===== config.mk =====
export PLATFORM = sky130hd
export DESIGN_NAME = pev_cfg
export DESIGN_NICKNAME = d
export VERILOG_FILES = /design/src/hdl/pev_pkg.sv /design/src/hdl/pev_cfg.sv
export SDC_FILE = /design/constraint.sdc
export NUM_CORES = 1
export LEC_CHECK = 0
export BUFFER_PORTS_ARGS = -buffer_cell sky130_fd_sc_hd__buf_4
export CAP_MARGIN = 30
export CORE_ASPECT_RATIO = 0.9
export CORE_MARGIN = 2
export CORE_UTILIZATION = 30
export DETAILED_ROUTE_END_ITERATION = 7
export GPL_ROUTABILITY_DRIVEN = 0
export REMOVE_ABC_BUFFERS = 1
export SLEW_MARGIN = 20
export SYNTH_ARGS = -nofsm -noshare
export SYNTH_HDL_FRONTEND = slang
export SYNTH_SLANG_ARGS = --single-unit
export TNS_END_PERCENT = 20

===== constraint.sdc =====
create_clock -name clk -period 1.13 [get_ports clk]
set_input_delay 0.113 -clock clk [delete_from_list [all_inputs] [get_ports clk]]
set_output_delay 0.113 -clock clk [all_outputs]
set_load 0.02 [all_outputs]

===== src/hdl/pev_pkg.sv =====
package pev_pkg;

    localparam int ADDR_W   = 5;
    localparam int NSTAGE   = 18;
    localparam int DIV_FIRST = 1;
    localparam int DIV_LAST  = 8;
    localparam int DIV_PER   = 2;
    localparam int BLEND_ST  = 9;
    localparam int SCALE_ST  = 10;
    localparam int MOD_FIRST = 11;
    localparam int MOD_LAST  = 16;
    localparam int MOD_PER   = 3;
    localparam int FINAL_ST  = 17;
    localparam int IDX_W     = 17;
    localparam int MOD_TAIL  = IDX_W - (MOD_LAST - MOD_FIRST) * MOD_PER;

    typedef enum logic [2:0] {
        REG_GRAVITY,
        REG_COLOR_START,
        REG_COLOR_END,
        REG_ATLAS_ENABLE,
        REG_ATLAS_COLUMNS,
        REG_ATLAS_ROWS,
        REG_ANIM_SPEED
    } reg_idx_t;

    typedef struct packed {
        logic signed [31:0] gravity;
        logic [31:0]        color_start;
        logic [31:0]        color_end;
        logic               atlas_enable;
        logic [4:0]         atlas_columns;
        logic [4:0]         atlas_rows;
        logic [15:0]        anim_speed;
    } cfg_t;

    typedef struct packed {
        logic [31:0]        step_time;
        logic [31:0]        age_in;
        logic [31:0]        lifetime;
        logic signed [31:0] pos_x_in;
        logic signed [31:0] pos_y_in;
        logic signed [31:0] pos_z_in;
        logic signed [31:0] vel_x;
        logic signed [31:0] vel_y_in;
        logic signed [31:0] vel_z;
        logic signed [31:0] angle_in;
        logic signed [31:0] spin_rate;
    } item_t;

    typedef struct packed {
        logic               active;
        logic [31:0]        age_out;
        logic signed [31:0] pos_x_out;
        logic signed [31:0] pos_y_out;
        logic signed [31:0] pos_z_out;
        logic signed [31:0] vel_y_out;
        logic signed [31:0] angle_out;
        logic [7:0]         color_red;
        logic [7:0]         color_green;
        logic [7:0]         color_blue;
        logic [7:0]         color_alpha;
        logic [7:0]         frame_index;
    } result_t;

    typedef struct packed {
        logic               live;
        logic               full;
        logic [31:0]        dt;
        logic [31:0]        age;
        logic [31:0]        life;
        logic signed [31:0] px;
        logic signed [31:0] py;
        logic signed [31:0] pz;
        logic signed [31:0] vy;
        logic signed [31:0] ang;
        logic signed [47:0] prod_g;
        logic signed [47:0] prod_x;
        logic signed [47:0] prod_z;
        logic signed [47:0] prod_s;
        logic signed [47:0] prod_y;
        logic [31:0]        rem;
        logic [15:0]        quot;
        logic [7:0]         red;
        logic [7:0]         green;
        logic [7:0]         blue;
        logic [7:0]         alpha;
        logic [24:0]        rt;
        logic [IDX_W-1:0]   idx;
        logic [7:0]         mrem;
    } work_t;

    // floor(a * b / 2^16), a signed, b unsigned
    function automatic logic signed [47:0] mul_q16(input logic signed [31:0] a,
                                                   input logic [31:0] b);
        logic signed [32:0] bs;
        logic signed [64:0] p;
        bs = {1'b0, b};
        p  = a * bs;
        return p[63:16];
    endfunction

    function automatic logic signed [31:0] sat32(input logic signed [48:0] v);
        if (v > 49'sh0_7FFF_FFFF)
            return 32'sh7FFF_FFFF;
        if (v < -49'sh0_8000_0000)
            return -32'sh8000_0000;
        return v[31:0];
    endfunction

    function automatic logic [4:0] clamp_dim(input logic [4:0] d);
        if (d == 5'd0)
            return 5'd1;
        if (d > 5'd16)
            return 5'd16;
        return d;
    endfunction

    function automatic logic [8:0] frame_total(input cfg_t c);
        return 9'(clamp_dim(c.atlas_columns)) * 9'(clamp_dim(c.atlas_rows));
    endfunction

    function automatic logic [7:0] blend8(input logic [7:0] s, input logic [7:0] e,
                                          input logic [16:0] r, input logic [16:0] inv);
        logic [24:0] acc;
        acc = 25'(s) * 25'(inv) + 25'(e) * 25'(r) + 25'd32768;
        return acc[23:16];
    endfunction

    // first stage: age, liveness, the four products that need only input fields
    function automatic work_t front(input item_t i, input cfg_t c);
        work_t       o;
        logic [32:0] sum;
        logic [31:0] na;
        o    = '0;
        sum  = {1'b0, i.age_in} + {1'b0, i.step_time};
        na   = sum[32] ? 32'hFFFF_FFFF : sum[31:0];
        o.live   = (i.age_in < i.lifetime);
        o.age    = o.live ? na : i.age_in;
        o.full   = (na >= i.lifetime);
        o.dt     = i.step_time;
        o.life   = i.lifetime;
        o.rem    = na;
        o.px     = i.pos_x_in;
        o.py     = i.pos_y_in;
        o.pz     = i.pos_z_in;
        o.vy     = i.vel_y_in;
        o.ang    = i.angle_in;
        o.prod_g = mul_q16(c.gravity, i.step_time);
        o.prod_x = mul_q16(i.vel_x, i.step_time);
        o.prod_z = mul_q16(i.vel_z, i.step_time);
        o.prod_s = mul_q16(i.spin_rate, i.step_time);
        return o;
    endfunction

    function automatic work_t stage_op(input int k, input work_t w, input cfg_t c);
        work_t       o;
        logic [32:0] t;
        logic [16:0] r;
        logic [16:0] inv;
        logic [41:0] sp;
        logic [8:0]  m;
        logic [8:0]  tot;
        int          n;
        int          j;
        o   = w;
        tot = frame_total(c);
        if (k == 1 && w.live)
        begin
            o.vy  = sat32(49'(w.vy) + 49'(w.prod_g));
            o.px  = sat32(49'(w.px) + 49'(w.prod_x));
            o.pz  = sat32(49'(w.pz) + 49'(w.prod_z));
            o.ang = w.ang + w.prod_s[31:0];
        end
        if (k == 2)
            o.prod_y = mul_q16(w.vy, w.dt);
        if (k == 3 && w.live)
            o.py = sat32(49'(w.py) + 49'(w.prod_y));
        // ratio divider: two restoring steps per stage
        if (k >= DIV_FIRST && k <= DIV_LAST)
        begin
            for (j = 0; j < DIV_PER; j++)
            begin
                t = {o.rem, 1'b0};
                if (t >= {1'b0, w.life})
                begin
                    o.rem  = 32'(t - {1'b0, w.life});
                    o.quot = {o.quot[14:0], 1'b1};
                end
                else
                begin
                    o.rem  = t[31:0];
                    o.quot = {o.quot[14:0], 1'b0};
                end
            end
        end
        if (k == BLEND_ST)
        begin
            r       = w.full ? 17'h10000 : {1'b0, w.quot};
            inv     = 17'h10000 - r;
            o.red   = blend8(c.color_start[31:24], c.color_end[31:24], r, inv);
            o.green = blend8(c.color_start[23:16], c.color_end[23:16], r, inv);
            o.blue  = blend8(c.color_start[15:8], c.color_end[15:8], r, inv);
            o.alpha = blend8(c.color_start[7:0], c.color_end[7:0], r, inv);
            o.rt    = 25'(r) * 25'(tot);
        end
        if (k == SCALE_ST)
        begin
            sp     = 42'(w.rt) * 42'(c.anim_speed);
            o.idx  = sp[IDX_W+23:24];
            o.mrem = '0;
        end
        // frame modulo: shift in one index bit per step
        if (k >= MOD_FIRST && k <= MOD_LAST)
        begin
            n = (k == MOD_LAST) ? MOD_TAIL : MOD_PER;
            for (j = 0; j < MOD_PER; j++)
            begin
                if (j < n)
                begin
                    m     = {o.mrem, o.idx[IDX_W-1]};
                    o.idx = {o.idx[IDX_W-2:0], 1'b0};
                    if (m >= tot)
                        m = m - tot;
                    o.mrem = m[7:0];
                end
            end
        end
        if (k == FINAL_ST)
        begin
            if (!w.live || !c.atlas_enable)
                o.mrem = '0;
            if (!w.live)
            begin
                o.red   = '0;
                o.green = '0;
                o.blue  = '0;
                o.alpha = '0;
            end
        end
        return o;
    endfunction

    function automatic result_t to_result(input work_t w);
        result_t o;
        o.active      = w.live;
        o.age_out     = w.age;
        o.pos_x_out   = w.px;
        o.pos_y_out   = w.py;
        o.pos_z_out   = w.pz;
        o.vel_y_out   = w.vy;
        o.angle_out   = w.ang;
        o.color_red   = w.red;
        o.color_green = w.green;
        o.color_blue  = w.blue;
        o.color_alpha = w.alpha;
        o.frame_index = w.mrem;
        return o;
    endfunction

endpackage


===== src/hdl/pev_cfg.sv =====
module pev_cfg (
    input  logic                       clk,
    input  logic                       rst_n,
    input  logic                       psel,
    input  logic                       penable,
    input  logic                       pwrite,
    input  logic [pev_pkg::ADDR_W-1:0] paddr,
    input  logic [31:0]                pwdata,
    output logic [31:0]                prdata,
    output logic                       pready,
    output pev_pkg::cfg_t              cfg
);
    import pev_pkg::*;

    cfg_t     cfg_reg;
    cfg_t     cfg_next;
    reg_idx_t idx;
    logic     wr_en;

    assign idx    = reg_idx_t'(paddr[ADDR_W-1:2]);
    assign wr_en  = psel && penable && pwrite;
    assign pready = 1'b1;
    assign cfg    = cfg_reg;

    always_comb
    begin
        cfg_next = cfg_reg;
        if (wr_en)
        begin
            unique case (idx)
                REG_GRAVITY:       cfg_next.gravity       = pwdata;
                REG_COLOR_START:   cfg_next.color_start   = pwdata;
                REG_COLOR_END:     cfg_next.color_end     = pwdata;
                REG_ATLAS_ENABLE:  cfg_next.atlas_enable  = pwdata[0];
                REG_ATLAS_COLUMNS: cfg_next.atlas_columns = pwdata[4:0];
                REG_ATLAS_ROWS:    cfg_next.atlas_rows    = pwdata[4:0];
                REG_ANIM_SPEED:    cfg_next.anim_speed    = pwdata[15:0];
                default:           cfg_next = cfg_reg;
            endcase
        end
    end

    always_comb
    begin
        unique case (idx)
            REG_GRAVITY:       prdata = cfg_reg.gravity;
            REG_COLOR_START:   prdata = cfg_reg.color_start;
            REG_COLOR_END:     prdata = cfg_reg.color_end;
            REG_ATLAS_ENABLE:  prdata = 32'(cfg_reg.atlas_enable);
            REG_ATLAS_COLUMNS: prdata = 32'(cfg_reg.atlas_columns);
            REG_ATLAS_ROWS:    prdata = 32'(cfg_reg.atlas_rows);
            REG_ANIM_SPEED:    prdata = 32'(cfg_reg.anim_speed);
            default:           prdata = '0;
        endcase
    end

    always_ff @(posedge clk or negedge rst_n)
    begin
        if (!rst_n)
        begin
            cfg_reg.gravity       <= '0;
            cfg_reg.color_start   <= 32'hFFFF_FFFF;
            cfg_reg.color_end     <= '0;
            cfg_reg.atlas_enable  <= 1'b0;
            cfg_reg.atlas_columns <= 5'd1;
            cfg_reg.atlas_rows    <= 5'd1;
            cfg_reg.anim_speed    <= 16'd256;
        end
        else
        begin
            cfg_reg <= cfg_next;
        end
    end

endmodule


==> results.yml, run 1 <==
setup_path:
  rr_worst_depth: 4
  start_kind: "flop"
  slowest_delay_ns: 0.53
  cp_cell_sequence: "mux2i_1 -> a221oi_2 -> buf_4"
  cp_data_required_time_ns: 1.02
  rr_startpoint: "cfg[92]$_DFFE_PN0P_"
  cp-end-kind: "output pin"
  cp.arrival_ns: 1.54
  critPathMaxFanout: 2
  path_class: "reg -> out"
  r2r_end: "cfg[92]$_DFFE_PN0P_"
  ff2ff_setup_slack_ns: 0.06
  cp_slowest_cell: "dfstp_2"
power:
  pwr-share-comb: 0.353
  switching_share: 0.308
  ir_worst_vdd_mv: 0.996
  power_frac_seq: 0.342
  p_sw_mw: 5.60
  clkPwrFrac: 0.304
  power_density_nw_per_um2: 1830
  leakage_nw: 4.77
  p_int_mw: 12.6
floorplanning:
  die_w_um: 151
  initial_core_util: 0.306
  core_sq_um: 19200
  die_height_um: 137
  ios: 198
  num_rows: 48
  die_area_sq_um: 20700
finish:
  num_antenna_cells: 0
  largest_reg_flops: 123
  design_area_sq_um: 9960
  fillCellCount: 1639
  area_delta_synth_final_pct: 69.8
  final_common_cell: "buf_6"
  multi_input_area_sq_um: 2700
  layout_common_cells: "146 x buf_6, 139 x buf_4, 87 x dfrtp_1"
  drive_above_1_share: 0.591
  seq_area_sq_um: 3120
  final_nets: 776
detailed_routing:
  firstDrtPassIters: 4
  wl_um: 19300
  drt_iter0_drc: 142
  ant_nets: 0
  drc: 0
  route.detailed.wl_per_inst_um: 19.4
  vias: 4681
  viasPerCell: 4.70
placed_design:
  dp_slack_ns: -0.390
  port_buffers: 194
  dpl_cell_area_sq_um: 8060
  dp_hpwl_um: 12800
synthesis:
  syn-cell-area_sq_um: 5860
  async_reset_ff_frac: 1.00
  ys_warn_count: 0
  ys_ff_latch: 123
  yosysTopAreaCell: "dfrtp_1"
  syn_inst: 414
  synth_edf_count: 0
  yosysTopAreaCellShare: 0.376
  yosysSeqAreaShare: 0.532
  ys_types: 38
  netlist_top_cells_area: "dfrtp_1 38%, mux2_1 16%, dfstp_2 16%"
  synth_area_per_cell_sq_um: 14.2
  synthFlopType: "dfrtp_1"
clock_network:
  cts_max_path_buffers: 2
  cts_tree: "built"
  clk_pin_slew_ns: 0.06
  htreeDepth: 4
  cts.sinks: 123
  clk_latency_ns: 0.41
  cts_buffers: 17
  cts_root_buf: "clkbuf_16"
grt:
  grt_pass1_vias: 5052
  grt_pass1_wl_um: 28500
  antenna_found_initial: 0
  grt_max_degree: 49
  grtUsageTotal: 0.184
  grt_overflow: 0
sta:
  setup_tns_ns: -15.95
  drv_slew: 0
  timing.final.crit_share: 1.46
  rsz0062_at_grt: "true"
  fmax_mhz: 605
  finalSetupViolCount: 114
  finalHoldViolations: 0
  setup_ws_ns: -0.522
  fin_skew_ns: 0
  layout_min_cycle_time_ns: 1.65
outcome:
  violations: "negative setup slack"
  status: "complete, but fails checks"
min_path:
  min_path_type: "in -> async"
run:
  cap_violations: 0
-- critical path: cells and delay by family (launching register included) --
kind | cells | cell delay [ns]
AO/OA/AOI/OAI | 1 | 0.32
buffers and inverters | 1 | 0.20
flip-flops | 1 | 0.53
multiplexers | 1 | 0.08
-- power groups by stage --
| stage | sequential, mW | clock, mW | combinational, mW |
|---|---|---|---|
| finish | 6.23 | 5.54 | 6.43 |
| global route | 6.33 | 5.87 | 6.78 |
| CTS | 6.17 | 5.67 | 6.02 |
| detailed placement | 6.20 | 0 | 5.09 |
| global placement | 6.15 | 0 | 5.01 |
| floorplan | 7.17 | 0 | 1.35 |
-- repair_timing --
action / 4_1_cts / 5_1_grt
endpoints found under the hold margin: 216 / 0
pin swaps: 15 / 5
endpoints found under the setup margin: 92 / 126
hold buffers: 33 / 0
gates cloned: 0 / 0
resized for setup: 120 / 62
buffers inserted: 21 / 16
-- how the worst max path moves through the flow --
stage | start | endpoint | slack (ns)
2_1_floorplan | paddr[2] | cfg[27]$_DFFE_PN0P_ | -0.36
3_3_place_gp | paddr[2] | prdata[5] | -0.65
5_1_grt | cfg[61]$_DFFE_PN1P_ | prdata[2] | -0.58
4_1_cts | cfg[61]$_DFFE_PN1P_ | prdata[2] | -0.52
3_5_place_dp | paddr[2] | cfg[39]$_DFFE_PN0P_ | -0.39
6_report | cfg[61]$_DFFE_PN1P_ | prdata[2] | -0.52
-- metrics by stage --
step	utilization	hold slack [ns]	std cells	total power [mW]
3_3_place_gp	0.420	-0.0257	894	11.2
5_1_grt	0.520	0.0980	996	19.0
6_report	0.520	0.0942	996	18.2
2_1_floorplan	-	-0.183	387	8.52
4_1_cts	0.501	0.0813	980	17.9
3_5_place_dp	0.421	-0.0207	895	11.3
-- Yosys cell counts, types with 2 or more instances --
master / count
a21oi_1: 16
nand2b_1: 2
or2_1: 13
nor2_4: 3
clkbuf_1: 2
or2_2: 3
dfrtp_1: 88
a221oi_1: 2
o21ai_1: 10
o32a_1: 2
mux2i_1: 41
mux2_2: 10
buf_4: 12
nor2_2: 2
a22oi_1: 11
nand2_1: 17
buf_6: 4
buf_2: 8
mux2_4: 30
dfstp_2: 35
o21ai_0: 3
mux2_1: 84
-- kinds of logic (layout without fill, tap and decap cells) --
| group | count (synthesis) | count (layout) | synth area share |
|---|---|---|---|
| mux | 165 | 165 | 0.327 |
| simple gates | 51 | 51 | 0.0580 |
| buf+inv | 27 | 359 | 0.0318 |
| compound gates | 47 | 47 | 0.0497 |
| flops | 123 | 123 | 0.532 |
| other cells | 1 | 1 | 0.000640 |
-- cell type report --
| class | count | share of cell area |
|---|---|---|
| multi-input cells | 264 | 0.272 |
| well taps | 250 | 0.0314 |
| clock buffers | 25 | 0.0518 |
| repair buffers | 328 | 0.323 |
| flip-flops and latches | 123 | 0.314 |
| clock inverters | 6 | 0.00854 |
-- metal layers --
metal / track usage / vias up / wire, um
met5: 0 / - / 0
met4: 0.0493 / 0 / 202
met3: 0.0373 / 18 / 806
met2: 0.316 / 147 / 9620
met1: 0.237 / 2378 / 8670
li1: - / 2138 / -
Power figures use the tool's default switching activity.
==> run 2: changes to the inputs <==
==> constraint.sdc (replaced) <==
create_clock -name clk -period 1.7 [get_ports clk]
set_input_delay 0.17 -clock clk [delete_from_list [all_inputs] [get_ports clk]]
set_output_delay 0.17 -clock clk [all_outputs]
set_load 0.02 [all_outputs]
==> results.yml, run 2 (synthesized netlist as in run 1, its figures left out) <==
outcome:
  status: "finished, final reports clean"
detailed_routing:
  wl_um: 16800
  firstDrtPassIters: 4
  ant_nets: 0
  drc: 0
  vias: 4345
  viasPerCell: 4.75
  route.detailed.wl_per_inst_um: 18.3
  drt_iter0_drc: 130
finish:
  drive_above_1_share: 0.511
  largest_reg_flops: 123
  final_common_cell: "buf_4"
  fillCellCount: 1775
  final_nets: 695
  area_delta_synth_final_pct: 47.2
  design_area_sq_um: 8630
  instances_no_fill: 915
  num_antenna_cells: 0
  seq_area_sq_um: 3120
  layout_common_cells: "210 x buf_4, 88 x dfrtp_1, 84 x mux2_1"
  multi_input_area_sq_um: 2580
placed_design:
  port_buffers: 194
  dp_hpwl_um: 11500
  dpl_cell_area_sq_um: 7750
  dp_cells: 855
setup_path:
  cp_data_required_time_ns: 1.53
  rr_worst_depth: 2
  start_kind: "flop"
  crit_path_end: "prdata[2]"
  crit_family: "flip-flops"
  cp.arrival_ns: 1.50
  r2r_end: "cfg[0]$_DFFE_PN0P_"
  critPathBufInv: 1
  cp_cell_sequence: "mux2i_1 -> a221oi_2 -> buf_4"
  slowest_delay_ns: 0.55
  cp-end-kind: "output pin"
  rr_startpoint: "cfg[0]$_DFFE_PN0P_"
  critPathMaxFanout: 3
  crit_start: "cfg[61]$_DFFE_PN1P_"
  path_class: "reg -> out"
  cp.depth: 3
  cp_slowest_cell: "dfstp_2"
  ff2ff_setup_slack_ns: 0.77
sta:
  layout_min_cycle_time_ns: 1.67
  fin_skew_ns: 0
  rsz0062_at_grt: "true"
  drv_slew: 0
  tightest_slew_ns: 0.677
  fmax_mhz: 599
  finalHoldViolations: 0
  holdWs_ns: 0.0266
  finalSetupViolCount: 0
  timing.final.crit_share: 0.981
  slew_headroom: 0.549
  setup_tns_ns: 0
clock_network:
  cts_root_buf: "clkbuf_16"
  htreeDepth: 4
  clk_latency_ns: 0.41
  cts.sinks: 123
  clk_pin_slew_ns: 0.06
  cts_max_path_buffers: 2
  cts_tree: "built"
  cts_buffers: 17
grt:
  antenna_found_initial: 0
  grt_pass1_vias: 4640
  grt_overflow: 0
  grt_pass1_wl_um: 26300
  grtUsageTotal: 0.167
  grt_max_degree: 124
floorplanning:
  die_w_um: 151
  num_rows: 48
  core_sq_um: 19200
  die_area_sq_um: 20700
  die_height_um: 137
  ios: 198
  initial_core_util: 0.306
run:
  cap_violations: 0
power:
  leakage_nw: 4.20
  power_density_nw_per_um2: 1260
  ir_worst_vdd_mv: 0.673
min_path:
  min_path_type: "in -> reg"
[run 2: cell count changes in the layout (fill, tap and decap cells not counted), sizes merged]
cell and delta:
buf -76, clkbuf -3, dlygate4sd3 -5, bufinv +1
clkinv +3, clkinvlp -1
[run 2: final cells by class]
class                           instances  share of cell area
Sequential cell                       123               0.362
Multi-Input combinational cell        264               0.299
Timing Repair Buffer                  247               0.236
Clock buffer                           22              0.0526
Tap cell                              250              0.0362
Clock inverter                          9              0.0142
[run 2: how the worst min path moves through the flow]
| stage | startpoint | endpoint | depth (start not counted) |
|---|---|---|---|
| 6_report | pwdata[1] | cfg[60]$_DFFE_PN1P_ | 2 |
| 5_1_grt | pwdata[1] | cfg[28]$_DFFE_PN0P_ | 2 |
| 4_1_cts | pwdata[1] | cfg[60]$_DFFE_PN1P_ | 2 |
| 3_5_place_dp | rst_n | cfg[122]$_DFFE_PN0P_ | 2 |
| 3_3_place_gp | rst_n | cfg[122]$_DFFE_PN0P_ | 2 |
| 2_1_floorplan | rst_n | cfg[0]$_DFFE_PN0P_ | 0 |
[run 2: worst register-to-register path, stage by stage, from the launching register on]
cell	delay [ns]
dfrtp_1	0.38
buf_4	0.15
mux2_1	0.27
[run 2: per-layer routing]
layer | share of wire | track usage
met1 | 0.45 | 0.214
met4 | 0.010 | 0.0472
met5 | 0 | 0
met2 | 0.48 | 0.278
met3 | 0.058 | 0.0450
[run 2: metrics by stage]
step | util | power, mW | setup slack [ns]
after floorplan | - | 5.66 | 0.157
after global placement | 0.404 | 7.19 | 0.0762
after detailed placement | 0.404 | 7.27 | 0.0913
after CTS | 0.450 | 11.0 | 0.00569
after global routing | 0.451 | 11.4 | -0.0317
final | 0.451 | 10.9 | 0.0316
[run 2: power breakdown]
group / switching [mW] / leakage (nW) / internal, mW
registers: 0.493 / 1.49 / 3.63
clock network: 1.27 / 0.284 / 2.32
logic: 1.61 / 2.42 / 1.54
total: 3.38 / 4.20 / 7.49
[run 2: repair_timing]
action | 4_1_cts | 5_1_grt
resized for setup | 2 | 4
setup endpoints to repair | 2 | 6
hold endpoints to repair | 162 | 0
hold buffers | 28 | 0
buffers inserted | 1 | 0
pin swaps | 2 | 0
==> run 3: changes to the inputs <==
--- a/config.mk
+++ b/config.mk
@@ -12,7 +12,6 @@
 export CORE_UTILIZATION = 30
 export DETAILED_ROUTE_END_ITERATION = 7
 export GPL_ROUTABILITY_DRIVEN = 0
-export REMOVE_ABC_BUFFERS = 1
 export SLEW_MARGIN = 20
 export SYNTH_ARGS = -nofsm -noshare
 export SYNTH_HDL_FRONTEND = slang
==> constraint.sdc (replaced) <==
create_clock -name clk -period 1.44 [get_ports clk]
set_input_delay 0.144 -clock clk [delete_from_list [all_inputs] [get_ports clk]]
set_output_delay 0.144 -clock clk [all_outputs]
set_load 0.02 [all_outputs]
==> results.yml, run 3 (synthesized netlist as in run 1, its figures left out) <==
grt:
  grt_overflow: 0
  grt_pass1_wl_um: 25900
  antenna_found_initial: 0
  grtUsageTotal: 0.166
  grt_max_degree: 58
  grt_pass1_vias: 4581
setup_path:
  cp_data_required_time_ns: 1.30
  cp-end-kind: "output pin"
  r2r_end: "cfg[122]$_DFFE_PN0P_"
  crit_path_end: "prdata[0]"
  path_class: "reg -> out"
  critPathMaxFanout: 2
  rr_startpoint: "cfg[122]$_DFFE_PN0P_"
  crit_start: "cfg[16]$_DFFE_PN1P_"
  ff2ff_setup_slack_ns: 0.44
  start_kind: "flop"
  cp.arrival_ns: 1.45
  rr_worst_depth: 3
placed_design:
  dp_hpwl_um: 12200
  port_buffers: 194
  dpl_cell_area_sq_um: 7810
  dp_slack_ns: -0.00720
  dp_cells: 859
clock_network:
  htreeDepth: 4
  cts.sinks: 123
  cts_max_path_buffers: 2
  clk_latency_ns: 0.41
  clk_pin_slew_ns: 0.06
  cts_root_buf: "clkbuf_16"
  cts_buffers: 17
  cts_tree: "built"
detailed_routing:
  drc: 0
  top_layer: "met4"
  vias: 4511
  route.detailed.wl_per_inst_um: 18.5
  ant_nets: 0
  viasPerCell: 4.80
  met1_length_um: 7720
  met2WireLength_um: 8620
  wl_um: 17400
  drt_iter0_drc: 117
  wl_met3_um: 938
  firstDrtPassIters: 4
finish:
  num_antenna_cells: 0
  design_area_sq_um: 8980
  final_nets: 719
  drive_above_1_share: 0.559
  utilization: 0.469
  layout_common_cells: "220 x buf_4, 88 x dfrtp_1, 84 x mux2_1"
  area_delta_synth_final_pct: 53.2
  largest_reg_flops: 123
  final_common_cell: "buf_4"
  instances_no_fill: 940
floorplanning:
  initial_core_util: 0.306
  die_w_um: 151
  die_height_um: 137
  core_sq_um: 19200
  num_rows: 48
  die_area_sq_um: 20700
  ios: 198
sta:
  finalHoldViolations: 0
  finalSetupViolCount: 22
  drv_slew: 0
  layout_min_cycle_time_ns: 1.59
  fin_skew_ns: 0
  setup_ws_ns: -0.154
  fmax_mhz: 628
  setup_tns_ns: -1.84
  timing.final.crit_share: 1.11
  rsz0062_at_grt: "true"
synthesis:
  syn_nets: 456
outcome:
  status: "complete, but fails checks"
  violations: "negative setup slack"
run:
  cap_violations: 0
power:
  power_density_nw_per_um2: 1430
  leakage_nw: 4.31
  ir_worst_vdd_mv: 1.09
min_path:
  min_path_type: "in -> async"
-- run 3: cell types whose count changed in the layout (fill, tap and decap cells not counted), moves of 4 or more --
cell	previous run	this run
a21oi_2	2	15
buf_4	210	220
a21oi_1	14	0
a22oi_1	11	3
dlygate4sd3_1	28	33
buf_6	0	7
a22oi_2	0	8
clkinv_4	0	4
clkinv_2	5	1
-- run 3: per-stage QoR --
| step | hold slack, ns | total power [mW] |
|---|---|---|
| floorplan | -0.152 | 6.76 |
| global placement | 0.0537 | 8.52 |
| detailed placement | 0.0553 | 8.62 |
| CTS | 0.158 | 12.9 |
| global route | 0.179 | 13.5 |
| finish | 0.170 | 12.9 |
-- run 3: metal layers --
layer  vias up  global-route usage
met2       136               0.280
met1      2334               0.216
met4         0              0.0452
met5         -                   0
li1       2032                   -
met3         9              0.0383
-- run 3: power by group --
| part | switching [mW] | leakage, nW | internal, mW |
|---|---|---|---|
| combinational | 2.00 | 2.56 | 1.98 |
| clock | 1.55 | 0.264 | 2.47 |
| sequential | 0.596 | 1.49 | 4.28 |
-- run 3: what timing repair did --
action,4_1_cts,5_1_grt
hold buffers,33,0
pin swaps,7,10
buffers inserted,11,5
resized for setup,19,24
endpoints found under the hold margin,206,0
endpoints found under the setup margin,27,32
-- run 3: area by class of cell --
type / instances / area (sq um)
flip-flops and latches: 123 / 3120
multi-input cells: 264 / 2710
clock buffers: 23 / 468
fillers: 1722 / 10200
repair buffers: 271 / 2280
clock inverters: 9 / 92.6
well taps: 250 / 313
-- run 3: worst min path at each step --
stage,from,end,depth (start not counted)
floorplan,rst_n,cfg[0]$_DFFE_PN0P_,0
global placement,rst_n,cfg[109]$_DFFE_PN0P_,1
detailed placement,rst_n,cfg[109]$_DFFE_PN0P_,1
CTS,rst_n,cfg[109]$_DFFE_PN0P_,2
global route,rst_n,cfg[109]$_DFFE_PN0P_,2
finish,rst_n,cfg[109]$_DFFE_PN0P_,2
-- run 3: worst max-delay path, cell delays in order (launching register included) --
cell and delay (ns):
dfstp_2 0.53, mux2i_1 0.08, a221oi_2 0.25, buf_4 0.18
