`config.mk`:
```
export PLATFORM = sky130hd
export DESIGN_NAME = pev_pipe
export DESIGN_NICKNAME = d
export VERILOG_FILES = /design/src/hdl/pev_pkg.sv /design/src/hdl/pev_pipe.sv
export SDC_FILE = /design/constraint.sdc
export NUM_CORES = 1
export LEC_CHECK = 0
export BUFFER_PORTS_ARGS = -buffer_cell sky130_fd_sc_hd__clkbuf_2
export CAP_MARGIN = 20
export CELL_PAD_IN_SITES_DETAIL_PLACEMENT = 1
export CELL_PAD_IN_SITES_GLOBAL_PLACEMENT = 1
export CORE_AREA = 2 2 498 500
export DETAILED_ROUTE_END_ITERATION = 16
export DIE_AREA = 0 0 500 502
export PLACE_DENSITY_LB_ADDON = 0.3
export SLEW_MARGIN = 0
export SYNTH_ARGS = -nofsm -noshare
export SYNTH_HDL_FRONTEND = slang
export SYNTH_SLANG_ARGS = --single-unit
```
`constraint.sdc`:
```
create_clock -name clk -period 8.44 [get_ports clk]
set_input_delay 0.844 -clock clk [delete_from_list [all_inputs] [get_ports clk]]
set_output_delay 0.844 -clock clk [all_outputs]
set_load 0.01 [all_outputs]
```
`src/hdl/pev_pkg.sv`:
```
package pev_pkg;

    localparam int ADDR_W   = 5;
    localparam int NSTAGE   = 18;
    localparam int DIV_FIRST = 1;
    localparam int DIV_LAST  = 8;
    localparam int DIV_PER   = 2;
    localparam int BLEND_ST  = 9;
    localparam int SCALE_ST  = 10;
    localparam int MOD_FIRST = 11;
    localparam int MOD_LAST  = 16;
    localparam int MOD_PER   = 3;
    localparam int FINAL_ST  = 17;
    localparam int IDX_W     = 17;
    localparam int MOD_TAIL  = IDX_W - (MOD_LAST - MOD_FIRST) * MOD_PER;

    typedef enum logic [2:0] {
        REG_GRAVITY,
        REG_COLOR_START,
        REG_COLOR_END,
        REG_ATLAS_ENABLE,
        REG_ATLAS_COLUMNS,
        REG_ATLAS_ROWS,
        REG_ANIM_SPEED
    } reg_idx_t;

    typedef struct packed {
        logic signed [31:0] gravity;
        logic [31:0]        color_start;
        logic [31:0]        color_end;
        logic               atlas_enable;
        logic [4:0]         atlas_columns;
        logic [4:0]         atlas_rows;
        logic [15:0]        anim_speed;
    } cfg_t;

    typedef struct packed {
        logic [31:0]        step_time;
        logic [31:0]        age_in;
        logic [31:0]        lifetime;
        logic signed [31:0] pos_x_in;
        logic signed [31:0] pos_y_in;
        logic signed [31:0] pos_z_in;
        logic signed [31:0] vel_x;
        logic signed [31:0] vel_y_in;
        logic signed [31:0] vel_z;
        logic signed [31:0] angle_in;
        logic signed [31:0] spin_rate;
    } item_t;

    typedef struct packed {
        logic               active;
        logic [31:0]        age_out;
        logic signed [31:0] pos_x_out;
        logic signed [31:0] pos_y_out;
        logic signed [31:0] pos_z_out;
        logic signed [31:0] vel_y_out;
        logic signed [31:0] angle_out;
        logic [7:0]         color_red;
        logic [7:0]         color_green;
        logic [7:0]         color_blue;
        logic [7:0]         color_alpha;
        logic [7:0]         frame_index;
    } result_t;

    typedef struct packed {
        logic               live;
        logic               full;
        logic [31:0]        dt;
        logic [31:0]        age;
        logic [31:0]        life;
        logic signed [31:0] px;
        logic signed [31:0] py;
        logic signed [31:0] pz;
        logic signed [31:0] vy;
        logic signed [31:0] ang;
        logic signed [47:0] prod_g;
        logic signed [47:0] prod_x;
        logic signed [47:0] prod_z;
        logic signed [47:0] prod_s;
        logic signed [47:0] prod_y;
        logic [31:0]        rem;
        logic [15:0]        quot;
        logic [7:0]         red;
        logic [7:0]         green;
        logic [7:0]         blue;
        logic [7:0]         alpha;
        logic [24:0]        rt;
        logic [IDX_W-1:0]   idx;
        logic [7:0]         mrem;
    } work_t;

    // floor(a * b / 2^16), a signed, b unsigned
    function automatic logic signed [47:0] mul_q16(input logic signed [31:0] a,
                                                   input logic [31:0] b);
        logic signed [32:0] bs;
        logic signed [64:0] p;
        bs = {1'b0, b};
        p  = a * bs;
        return p[63:16];
    endfunction

    function automatic logic signed [31:0] sat32(input logic signed [48:0] v);
        if (v > 49'sh0_7FFF_FFFF)
            return 32'sh7FFF_FFFF;
        if (v < -49'sh0_8000_0000)
            return -32'sh8000_0000;
        return v[31:0];
    endfunction

    function automatic logic [4:0] clamp_dim(input logic [4:0] d);
        if (d == 5'd0)
            return 5'd1;
        if (d > 5'd16)
            return 5'd16;
        return d;
    endfunction

    function automatic logic [8:0] frame_total(input cfg_t c);
        return 9'(clamp_dim(c.atlas_columns)) * 9'(clamp_dim(c.atlas_rows));
    endfunction

    function automatic logic [7:0] blend8(input logic [7:0] s, input logic [7:0] e,
                                          input logic [16:0] r, input logic [16:0] inv);
        logic [24:0] acc;
        acc = 25'(s) * 25'(inv) + 25'(e) * 25'(r) + 25'd32768;
        return acc[23:16];
    endfunction

    // first stage: age, liveness, the four products that need only input fields
    function automatic work_t front(input item_t i, input cfg_t c);
        work_t       o;
        logic [32:0] sum;
        logic [31:0] na;
        o    = '0;
        sum  = {1'b0, i.age_in} + {1'b0, i.step_time};
        na   = sum[32] ? 32'hFFFF_FFFF : sum[31:0];
        o.live   = (i.age_in < i.lifetime);
        o.age    = o.live ? na : i.age_in;
        o.full   = (na >= i.lifetime);
        o.dt     = i.step_time;
        o.life   = i.lifetime;
        o.rem    = na;
        o.px     = i.pos_x_in;
        o.py     = i.pos_y_in;
        o.pz     = i.pos_z_in;
        o.vy     = i.vel_y_in;
        o.ang    = i.angle_in;
        o.prod_g = mul_q16(c.gravity, i.step_time);
        o.prod_x = mul_q16(i.vel_x, i.step_time);
        o.prod_z = mul_q16(i.vel_z, i.step_time);
        o.prod_s = mul_q16(i.spin_rate, i.step_time);
        return o;
    endfunction

    function automatic work_t stage_op(input int k, input work_t w, input cfg_t c);
        work_t       o;
        logic [32:0] t;
        logic [16:0] r;
        logic [16:0] inv;
        logic [41:0] sp;
        logic [8:0]  m;
        logic [8:0]  tot;
        int          n;
        int          j;
        o   = w;
        tot = frame_total(c);
        if (k == 1 && w.live)
        begin
            o.vy  = sat32(49'(w.vy) + 49'(w.prod_g));
            o.px  = sat32(49'(w.px) + 49'(w.prod_x));
            o.pz  = sat32(49'(w.pz) + 49'(w.prod_z));
            o.ang = w.ang + w.prod_s[31:0];
        end
        if (k == 2)
            o.prod_y = mul_q16(w.vy, w.dt);
        if (k == 3 && w.live)
            o.py = sat32(49'(w.py) + 49'(w.prod_y));
        // ratio divider: two restoring steps per stage
        if (k >= DIV_FIRST && k <= DIV_LAST)
        begin
            for (j = 0; j < DIV_PER; j++)
            begin
                t = {o.rem, 1'b0};
                if (t >= {1'b0, w.life})
                begin
                    o.rem  = 32'(t - {1'b0, w.life});
                    o.quot = {o.quot[14:0], 1'b1};
                end
                else
                begin
                    o.rem  = t[31:0];
                    o.quot = {o.quot[14:0], 1'b0};
                end
            end
        end
        if (k == BLEND_ST)
        begin
            r       = w.full ? 17'h10000 : {1'b0, w.quot};
            inv     = 17'h10000 - r;
            o.red   = blend8(c.color_start[31:24], c.color_end[31:24], r, inv);
            o.green = blend8(c.color_start[23:16], c.color_end[23:16], r, inv);
            o.blue  = blend8(c.color_start[15:8], c.color_end[15:8], r, inv);
            o.alpha = blend8(c.color_start[7:0], c.color_end[7:0], r, inv);
            o.rt    = 25'(r) * 25'(tot);
        end
        if (k == SCALE_ST)
        begin
            sp     = 42'(w.rt) * 42'(c.anim_speed);
            o.idx  = sp[IDX_W+23:24];
            o.mrem = '0;
        end
        // frame modulo: shift in one index bit per step
        if (k >= MOD_FIRST && k <= MOD_LAST)
        begin
            n = (k == MOD_LAST) ? MOD_TAIL : MOD_PER;
            for (j = 0; j < MOD_PER; j++)
            begin
                if (j < n)
                begin
                    m     = {o.mrem, o.idx[IDX_W-1]};
                    o.idx = {o.idx[IDX_W-2:0], 1'b0};
                    if (m >= tot)
                        m = m - tot;
                    o.mrem = m[7:0];
                end
            end
        end
        if (k == FINAL_ST)
        begin
            if (!w.live || !c.atlas_enable)
                o.mrem = '0;
            if (!w.live)
            begin
                o.red   = '0;
                o.green = '0;
                o.blue  = '0;
                o.alpha = '0;
            end
        end
        return o;
    endfunction

    function automatic result_t to_result(input work_t w);
        result_t o;
        o.active      = w.live;
        o.age_out     = w.age;
        o.pos_x_out   = w.px;
        o.pos_y_out   = w.py;
        o.pos_z_out   = w.pz;
        o.vel_y_out   = w.vy;
        o.angle_out   = w.ang;
        o.color_red   = w.red;
        o.color_green = w.green;
        o.color_blue  = w.blue;
        o.color_alpha = w.alpha;
        o.frame_index = w.mrem;
        return o;
    endfunction

endpackage

```
`src/hdl/pev_pipe.sv`:
```
module pev_pipe (
    input  logic           clk,
    input  logic           rst_n,
    input  logic           up_valid,
    output logic           up_ready,
    input  pev_pkg::work_t up_data,
    output logic           down_valid,
    input  logic           down_ready,
    output pev_pkg::work_t down_data
);
    import pev_pkg::*;

    logic  valid_reg;
    work_t data_reg;

    // take a new item when empty or when the held one moves on
    assign up_ready   = !valid_reg || down_ready;
    assign down_valid = valid_reg;
    assign down_data  = data_reg;

    always_ff @(posedge clk or negedge rst_n)
    begin
        if (!rst_n)
            valid_reg <= 1'b0;
        else if (up_ready)
            valid_reg <= up_valid;
    end

    always_ff @(posedge clk)
    begin
        if (up_ready && up_valid)
            data_reg <= up_data;
    end

endmodule

```
==> summary.md, run 1 <==
| Metric | Value |
|---|---|
| Syn_area_per_cell | `between 20 and 30 sq um` |
| Slew margin rel. | `35.06%` |
| Largest family of logic cells by synthesized area | `simple AND/OR/NAND/NOR gates` |
| Width of the die | `about 500 um` |
| Post-synthesis adder-cell area fraction | `0%` |
| Most common library cells after synthesis | `628 x edfxtp_1, 1 x and2_4, 1 x dfrtp_1, 1 x nand2b_1, 1 x nand2b_4` |
| DR vias/cell | `2.393` |
| I/O Buffers | `1261` |
| Vias in the first global route | `13.74k` |
| Hold Fails Final Rpt | `0` |
| Post-CTS Setup Repair Bufs | `0` |
| Fin crit share | `between 30% and 40%` |
| ANT nets after route | `0` |
| Mapped cell area | `18910 sq um` |
| Critical Path Fanout Max | `129` |
| Hold crit path type | `in2reg` |
| Worst skew pair latency | `about 0.70 ns` |
| Outcome | `finished, final reports clean` |
| Via count | `12.65k` |
| Main area contributors after synthesis | `edfxtp_1 100%, dfrtp_1 0.13%, nand2b_4 0.073%, and2_4 0.046%, nand2b_1 0.033%` |
| Fin. max-slew vios | `0` |
| Die ar. | `251000 sq um` |
| VDD IR max | `0.0001538 V` |
| DRT Pass-1 Iters | `4` |
| Syn Nets | `1264` |
| Io pins | `1262` |
| Netlist cell types | `5` |
| Layout Utilization | `13.10%` |
| CTS buffer count | `86` |
| Minimum clock period | `3.013 ns` |
| Compound-Gate Fraction of Synth Area | `0%` |
| Share of Yosys cell area claimed by the top area cell type | `99.72%` |
| GRT overflow | `0` |
| EDFF count, synth | `approximately 630` |
| Die Height | `between 500 and 600 um` |
| Simple-Gate Fraction of Synth Area | `0.1522%` |
| Synth area leader | `edfxtp_1` |
| Layout area overhead | `69.89%` |
| Synth Warn # | `0` |
| Final setup fails | `0` |
| Setup Skew | `~0.034 ns` |
| Data arrival, critical path | `3.33 ns` |
| Register area share after synthesis | `99.85%` |
| Final nets | `2621` |
| Xor and xnor fraction of the mapped netlist area | `0%` |
| Top-count cell post-synth | `edfxtp_1` |
| TritonCTS clock tree | `done` |
| Share of cells above drive strength 1 | `68.00%` |
| # rows | `around 180` |
| Multiplexer area fraction after synthesis | `0%` |
| Worst slew pin tran | `0.9741 ns` |
| Setup TNS | `0 ns` |
| PwrDens | `246.6 nW/um^2` |
| Leak | `~0.013 uW` |
| Endpoint class of the critical path | `flop` |
| Gr usage total | `8.826%` |
| Max Buffers Root-to-Sink | `3` |
| First-pass GRT wire length | `142.8 mm` |
| RSZ-0062 raised after global routing | `false` |
| Post-DR wirelength/cell | `21.92 um` |
| Critical path, cell by cell | `nand2b_4 > and2_4 > buf_4 > buf_12` |
| Main flop type after synthesis | `edfxtp_1` |
| Starting Density | `just under 8%` |
| Max Freq | `between 300 and 400 MHz` |
| Core area | `between 200000 and 250000 sq um` |
| Yosys reg bits | `629` |
| Slowest-stage cell, CP | `and2_4` |
| Critical Path RT | `8.76 ns` |
| Critical Path Max Stage Delay | `roughly 0.73 ns` |
| Clk pin slew, worst setup/hold paths | `0.06 ns` |
| DRC | `0` |
| CTS root buf | `clkbuf_16` |
| Starting DRT DRC Count | `around 780` |
| Setup CP Type | `reg2reg` |
| Max-cap violation count | `0` |
| Mapped Cells | `632` |
| Largest net degree at the start of global routing | `about 140` |
| Detailed placement HPWL | `96.98 mm` |
| Critical Path Start Type | `flop` |
| Asr flop ratio synth | `0.1590%` |
| Initial antenna violation count | `81` |
| Total Wirelength | `115.9 mm` |
| GP Congestion | `~0.80` |
| Clock Sinks | `between 600 and 700` |
| Post-CTS resize count | `0` |
| Number of H-tree levels | `3` |
[worst paths after layout]
| path | cells past startpoint | start | slack [ns] | endpoint |
|---|---|---|---|---|
| worst min-delay path | 1 | up_data[122] | 0.31 | down_data[122] |
| worst max register to register | 4 | down_valid | 5.43 | down_data[619] |
| worst min register to register | 2 | down_valid | 0.71 | down_valid |
| max in group asynchronous | 2 | rst_n | 7.69 | down_valid |
| worst max-delay path | 4 | down_valid | 5.43 | down_data[619] |
| min in group asynchronous | 2 | rst_n | 0.64 | down_valid |
[cell type report]
class                      count  area, sq um
sequential                   629        18880
clock inverter                47        485.5
fill                       28092       213100
tap                         3220         4029
multi-input combinational      3        28.78
clock buffer                 105         2245
timing repair buffer        1269         6424
antenna                       14        35.03
[routing by layer]
| layer | GRT usage [%] | vias to the layer above | routed length (um) |
|---|---|---|---|
| met1 | 7.825 | 6028 | 35350 |
| li1 | - | 5362 | - |
| met3 | 5.405 | 242 | 16460 |
| met5 | 0 | - | 368 |
| met4 | 3.739 | 58 | 4359 |
| met2 | 15.89 | 962 | 59360 |
[kinds of logic after synthesis]
| logic type | after synthesis |
|---|---|
| flip-flops | 629 |
| AND/OR/NAND/NOR | 3 |
[sequential cells by signal (all words and copies together), names as in the netlist]
register,count
down_valid,1
down_data,628
[where the power goes]
group	internal (uW)	leakage (uW)	switching [uW]
combinational	209	0.00531	362
clock	2070	0.00130	1570
sequential	3650	0.00599	64.9
[worst max-delay path, delay by kind of cell (launching register included)]
kind	cells	cell delay [ns]
buf+inv	2	0.92
simple gates	2	0.85
flops	1	0.43
[through the flow]
stage                     cells  setup WS [ns]  hold WS, ns  power, uW  instance area (sq um)
after CTS                  5273          5.328       0.1699       8185                  32090
after global placement     5120          4.716       0.6852       4388                  29350
after detailed placement   5120          4.680       0.6756       4390                  29350
after floorplan             632          2.658       0.5484       3934                  18910
after global routing       5275          5.228       0.2203       8275                  32100
final                      5287          5.427       0.3115       7922                  32130
[layout by cell type, fill, tap and decap left out]
master	netlist	layout
dlygate4sd3_1	0	1
and2_4	1	1
clkbuf_2	0	1261
clkinv_16	0	1
inv_16	0	2
clkinv_8	0	1
clkbuf_1	0	18
nand2b_4	1	1
clkbuf_16	0	87
inv_6	0	8
bufinv_16	0	5
nand2b_1	1	1
clkinv_2	0	8
buf_12	0	4
clkinv_1	0	8
dfrtp_1	1	1
clkinv_4	0	3
clkinvlp_4	0	11
buf_4	0	3
diode_2	0	14
edfxtp_1	628	628
[timing repair]
item / 4_1_cts / 5_1_grt
endpoints found under the setup margin: 0 / 0
endpoints found under the hold margin: 1 / 0
hold buffers: 1 / 0
Power figures use the tool's default switching activity.
==> run 2: changes to the inputs <==
--- a/config.mk
+++ b/config.mk
@@ -5,13 +5,14 @@
 export SDC_FILE = /design/constraint.sdc
 export NUM_CORES = 1
 export LEC_CHECK = 0
+export ABC_AREA = 1
 export BUFFER_PORTS_ARGS = -buffer_cell sky130_fd_sc_hd__clkbuf_2
 export CAP_MARGIN = 20
 export CELL_PAD_IN_SITES_DETAIL_PLACEMENT = 1
 export CELL_PAD_IN_SITES_GLOBAL_PLACEMENT = 1
-export CORE_AREA = 2 2 498 500
+export CORE_AREA = 2 2 490 492
 export DETAILED_ROUTE_END_ITERATION = 16
-export DIE_AREA = 0 0 500 502
+export DIE_AREA = 0 0 492 494
 export PLACE_DENSITY_LB_ADDON = 0.3
 export SLEW_MARGIN = 0
 export SYNTH_ARGS = -nofsm -noshare
==> constraint.sdc (replaced) <==
create_clock -name clk -period 3 [get_ports clk]
set_input_delay 0.3 -clock clk [delete_from_list [all_inputs] [get_ports clk]]
set_output_delay 0.3 -clock clk [all_outputs]
set_load 0.01 [all_outputs]
==> summary.md, run 2 <==
| Metric | Value |
|---|---|
| Outcome | `finished, final reports clean` |
| Vias in the first global route | `16.92k` |
| Endpoint class of the critical path | `output pin` |
| Fin crit share | `between 60% and 70%` |
| DRC | `0` |
| Total Wirelength | `127.4 mm` |
| Critical Path Start Type | `flop` |
| Width of the die | `492 um` |
| Reg2Reg Depth | `3` |
| Grt met3 use | `under 10%` |
| Asr flop ratio synth | `0.1590%` |
| DRT Pass-1 Iters | `5` |
| Minimum clock period | `1.944 ns` |
| Most common cell after layout, fill and taps aside | `clkbuf_2` |
| RSZ-0062 raised after global routing | `false` |
| Worst skew pair latency | `0.70 ns` |
| Post-CTS resize count | `0` |
| Worst flop-to-flop path startpoint | `down_valid` |
| Setup Skew | `0.02379 ns` |
| Die ar. | `roughly 240000 sq um` |
| Synth area leader | `edfxtp_1` |
| Detailed placement HPWL | `~110 mm` |
| Via count | `15.40k` |
| TritonCTS clock tree | `done` |
| Tot Pwr | `22680 uW` |
| Clk pin slew, worst setup/hold paths | `0.06 ns` |
| EDFF count, synth | `628` |
| Worst slew pin tran | `between 0.5 and 0.6 ns` |
| Initial antenna violation count | `128` |
| Top-count cell post-synth | `edfxtp_1` |
| Synth Warn # | `0` |
| Final setup fails | `0` |
| Placed Area | `29490 sq um` |
| Netlist cell types | `5` |
| Starting DRT DRC Count | `749` |
| CTS root buf | `clkbuf_16` |
| Critical Path Fanout Max | `3` |
| Critical Path Sink | `up_ready` |
| Commonest non-fill, non-tap cells in the layout | `1261 x clkbuf_2, 630 x dlygate4sd3_1, 628 x edfxtp_1, 82 x clkbuf_16, 22 x buf_4` |
| Leak | `0.01532 uW` |
| Critical Path RT | `2.70 ns` |
| ANT nets after route | `0` |
| # rows | `179` |
| Yosys reg bits | `about 630` |
| Core area | `237400 sq um` |
| Register area share after synthesis | `between 90% and 100%` |
| Worst r2r dst | `down_data[588]` |
| Max reg flops | `around 630` |
| Post-DR wirelength/cell | `21.61 um` |
| GRT Max-Usage Layer | `met2` |
| Final nets | `3270` |
| CTS buffer count | `82` |
| Syn Nets | `1266` |
| Fin. max-slew vios | `0` |
| Max-cap violation count | `0` |
| Share of Yosys cell area claimed by the top area cell type | `99.76%` |
| Slew margin rel. | `between 60% and 70%` |
| Hold Crit Start | `up_valid` |
| Number of H-tree levels | `3` |
| Max Buffers Root-to-Sink | `3` |
| M2 GR Usage | `between 10% and 20%` |
| Hold crit path type | `in2reg` |
| Setup TNS | `0 ns` |
| First-pass GRT wire length | `161.0 mm` |
| DR vias/cell | `2.612` |
| R2R setup slack | `about 1.2 ns` |
| Data arrival, critical path | `1.64 ns` |
| Gr usage total | `10.08%` |
| GRT overflow | `0` |
| Syn_area_per_cell | `29.82 sq um` |
| Grt met1 use | `10.47%` |
| Max Freq | `514.3 MHz` |
| Clock Sinks | `~630` |
| Largest net degree at the start of global routing | `between 80 and 90` |
| Main area contributors after synthesis | `edfxtp_1 100%, dfrtp_1 0.13%, inv_1 0.040%, nand2_1 0.040%, a21oi_1 0.026%` |
| VDD IR max | `0.0004393 V` |
| CP Launch Point | `down_valid` |
| Die Height | `roughly 490 um` |
| Starting Density | `7.962%` |
| Layout area overhead | `103.6%` |
| Setup CP Type | `reg2out` |
| Fill cells | `between 20k and 30k` |
| Mapped cell area | `18900 sq um` |
| Design Area, Final | `a little under 40000 sq um` |
| Mapped Cells | `634` |
| Io pins | `1262` |
| PwrDens | `approximately 600 nW/um^2` |
| I/O Buffers | `1261` |
| Main flop type after synthesis | `edfxtp_1` |
| Layout Utilization | `between 10% and 20%` |
| Most common library cells after synthesis | `628 x edfxtp_1, 2 x inv_1, 2 x nand2_1` |
| Share of cells above drive strength 1 | `a little over half` |
| Hold Fails Final Rpt | `0` |
| GP Congestion | `between 0.8 and 0.9` |
[run 2: changes by cell type after synthesis]
cell | previous run | this run
nand2b_4 | 1 | 0
inv_1 | 0 | 2
and2_4 | 1 | 0
a21oi_1 | 0 | 1
nand2b_1 | 1 | 0
nand2_1 | 0 | 2
[run 2: area by class of cell]
cell class,instances,area [sq um],share of cell area (%)
multi-input cells,3,23.77,0.06178
clock inverters,49,503.0,1.307
inverters,2,7.507,0.01951
flip-flops and latches,629,18880,49.07
diodes,27,67.56,0.1756
clock buffers,97,2108,5.479
repair buffers,1920,12920,33.58
well taps,3167,3963,10.30
[run 2: report_power, final]
part	switching [uW]	internal (uW)	leakage, uW
logic	1290	1160	0.00806
registers	169	10300	0.00599
clock network	4200	5590	0.00126
[run 2: worst max-delay path, stage by stage, from the launching register on]
cell,delay (ns)
dfrtp_1,0.42
nand2_1,0.30
clkbuf_2,0.21
[run 2: timing repair]
action                                  CTS  global route
endpoints found under the hold margin   629             0
hold buffers                            630             0
endpoints found under the setup margin    0             0
buffers inserted                          0             0
[run 2: metal layers]
| layer | wire [um] | up-vias |
|---|---|---|
| met1 | 45620 | 7291 |
| li1 | - | 6674 |
| met2 | 63760 | 1074 |
| met3 | 13220 | 294 |
| met5 | 419 | - |
| met4 | 4351 | 64 |
[run 2: how the worst min path moves through the flow]
stage | depth (start not counted) | endpoint | slack [ns]
after detailed placement | 1 | down_valid | 0.13
after CTS | 3 | down_valid | 0.02
final | 3 | down_valid | 0.06
after global routing | 3 | down_valid | 0.02
after floorplan | 0 | down_valid | 0.004
after global placement | 1 | down_valid | 0.13
[run 2: kinds of logic (layout without fill, tap and decap cells)]
| family | after synthesis | count (layout) | share of synthesized area (%) |
|---|---|---|---|
| AOI/OAI and AO/OA | 1 | 1 | 0.02645 |
| buffers and inverters | 2 | 2068 | 0.03973 |
| and+or+nand+nor | 2 | 2 | 0.03973 |
| other | 0 | 27 | 0 |
| DFF | 629 | 629 | 99.89 |
[run 2: through the flow]
step	worst slack, ns	hold WS (ns)	std cells
global route	0.8298	0.01865	5879
floorplan	-8.361	0.004409	634
global placement	0.8653	0.1301	5091
detailed placement	0.8635	0.1291	5091
finish	1.056	0.05945	5894
CTS	0.7317	0.01694	5867
==> run 3: changes to the inputs <==
==> constraint.sdc (replaced) <==
create_clock -name clk -period 1.8 [get_ports clk]
set_input_delay 0.18 -clock clk [delete_from_list [all_inputs] [get_ports clk]]
set_output_delay 0.18 -clock clk [all_outputs]
set_load 0.01 [all_outputs]
==> summary.md, run 3 (synthesis gave the netlist of run 2 again) <==
| Metric | Value |
|---|---|
| Outcome | `finished, final reports clean` |
| Clk pin slew, worst setup/hold paths | `0.06 ns` |
| Worst slew pin tran | `0.4672 ns` |
| GP Congestion | `0.8371` |
| Placed Cells | `5121` |
| Leak | `approximately 0.016 uW` |
| Width of the die | `492 um` |
| DRT Pass-1 Iters | `5` |
| Area of the multi-input gates | `31.28 sq um` |
| Kind of cell adding the most delay to the critical path | `buffers and inverters` |
| Gr usage total | `approximately a tenth` |
| ANT nets after route | `0` |
| Largest net degree at the start of global routing | `42` |
| Detailed placement HPWL | `between 100 and 150 mm` |
| TritonCTS clock tree | `done` |
| Hold crit path type | `in2reg` |
| PwrDens | `984.9 nW/um^2` |
| Clock Sinks | `629` |
| Total Wirelength | `127.8 mm` |
| I/O Buffers | `1261` |
| Worst skew pair latency | `0.72 ns` |
| VDD IR max | `0.0007305 V` |
| Layout Utilization | `between 10% and 20%` |
| Critical Path Max Stage Delay | `between 0.4 and 0.5 ns` |
| Min Hold Slack | `0.1802 ns` |
| Fin. max-slew vios | `0` |
| CTS root buf | `clkbuf_16` |
| RSZ-0062 raised after global routing | `true` |
| Layout area overhead | `106.2%` |
| Bufs and invs on worst path | `3` |
| Number of H-tree levels | `3` |
| Max Buffers Root-to-Sink | `3` |
| Die Height | `roughly 500 um` |
| Max reg flops | `628` |
| Share of cells above drive strength 1 | `a little over half` |
| Slew margin rel. | `~69%` |
| Commonest non-fill, non-tap cells in the layout | `1260 x clkbuf_2, 632 x dlygate4sd3_1, 628 x edfxtp_1, 81 x clkbuf_16, 40 x buf_4` |
| DR vias/cell | `around 2.6` |
| Vias in the first global route | `16.96k` |
| Core area | `237400 sq um` |
| Non-filler cells, final | `between 5k and 6k` |
| Most common cell after layout, fill and taps aside | `clkbuf_2` |
| Design Area, Final | `38980 sq um` |
| Most frequent CP cell | `buf_12` |
| Critical Path Start Type | `flop` |
| Die ar. | `roughly 240000 sq um` |
| Final setup fails | `0` |
| Placed Area | `29870 sq um` |
| GRT overflow | `0` |
| Starting Density | `7.962%` |
| Hold Fails Final Rpt | `0` |
| Sequential cell area | `18880 sq um` |
| Setup Skew | `~0.032 ns` |
| Max-cap violation count | `0` |
| Data arrival, critical path | `2.11 ns` |
| Critical Path RT | `around 2.2 ns` |
| Final nets | `3301` |
| Critical Path Fanout Max | `30` |
| Initial antenna violation count | `113` |
| Minimum clock period | `about 1.7 ns` |
| Setup TNS | `0 ns` |
| Fin crit share | `96.53%` |
| Starting DRT DRC Count | `830` |
| First-pass GRT wire length | `162.2 mm` |
| CTS buffer count | `81` |
| Endpoint class of the critical path | `flop` |
| Io pins | `1262` |
| # rows | `between 150 and 200` |
| Setup CP Type | `reg2reg` |
| DRC | `0` |
| Via count | `~16k` |
| Post-CTS Setup Repair Bufs | `0` |
| Critical path, cell by cell | `a21oi_4 > buf_12 > buf_12 > buf_12` |
| Fill cells | `approximately 27k` |
| Slowest-stage cell, CP | `dfrtp_2` |
| Post-DR wirelength/cell | `approximately 22 um` |
| Max Freq | `575.5 MHz` |
## run 3: routing by layer
metal  routed length, um  GRT usage (%)  share of wire, %
met5                 347              0              0.27
met4                3393          2.555               2.7
met1               46940          10.69                37
met3               12290          4.436               9.6
met2               64860          18.20                51
## run 3: area by class of cell
| type | count | area share, % |
|---|---|---|
| multi-input cells | 3 | 0.08025 |
| repair buffers | 1952 | 34.19 |
| well taps | 3167 | 10.17 |
| clock buffers | 95 | 5.335 |
| clock inverters | 54 | 1.570 |
| inverters | 2 | 0.01926 |
| diodes | 30 | 0.1926 |
| flip-flops and latches | 629 | 48.45 |
## run 3: report_power, final
part           switching (uW)  leakage, uW  internal (uW)
Clock                    7050      0.00129           9680
Sequential                321      0.00599          17100
Combinational            2190      0.00827           2030
## run 3: worst paths after layout
path                                  endpoint         start  slack (ns)  depth (start not counted)
worst max-delay path            down_data[557]    down_valid        0.06                          4
worst max register to register  down_data[557]    down_valid        0.06                          4
worst min register to register  down_data[574]    down_valid        0.92                          2
min in group asynchronous           down_valid         rst_n        0.43                          3
worst min-delay path            down_data[365]  up_data[365]        0.18                          2
max in group asynchronous           down_valid         rst_n        1.26                          3
## run 3: repair_timing
action / in CTS / in global routing
hold endpoints to repair: 630 / 0
endpoints found under the setup margin: 1 / 59
hold buffers: 632 / 0
gates resized for setup: 5 / 0
## run 3: through the flow
stage | setup slack, ns | total power [uW]
after floorplan | -9.441 | 18630
after detailed placement | -0.1584 | 20820
final | 0.06251 | 38390
after CTS | 0.006189 | 39360
after global routing | -0.01332 | 39920
after global placement | -0.1489 | 20800
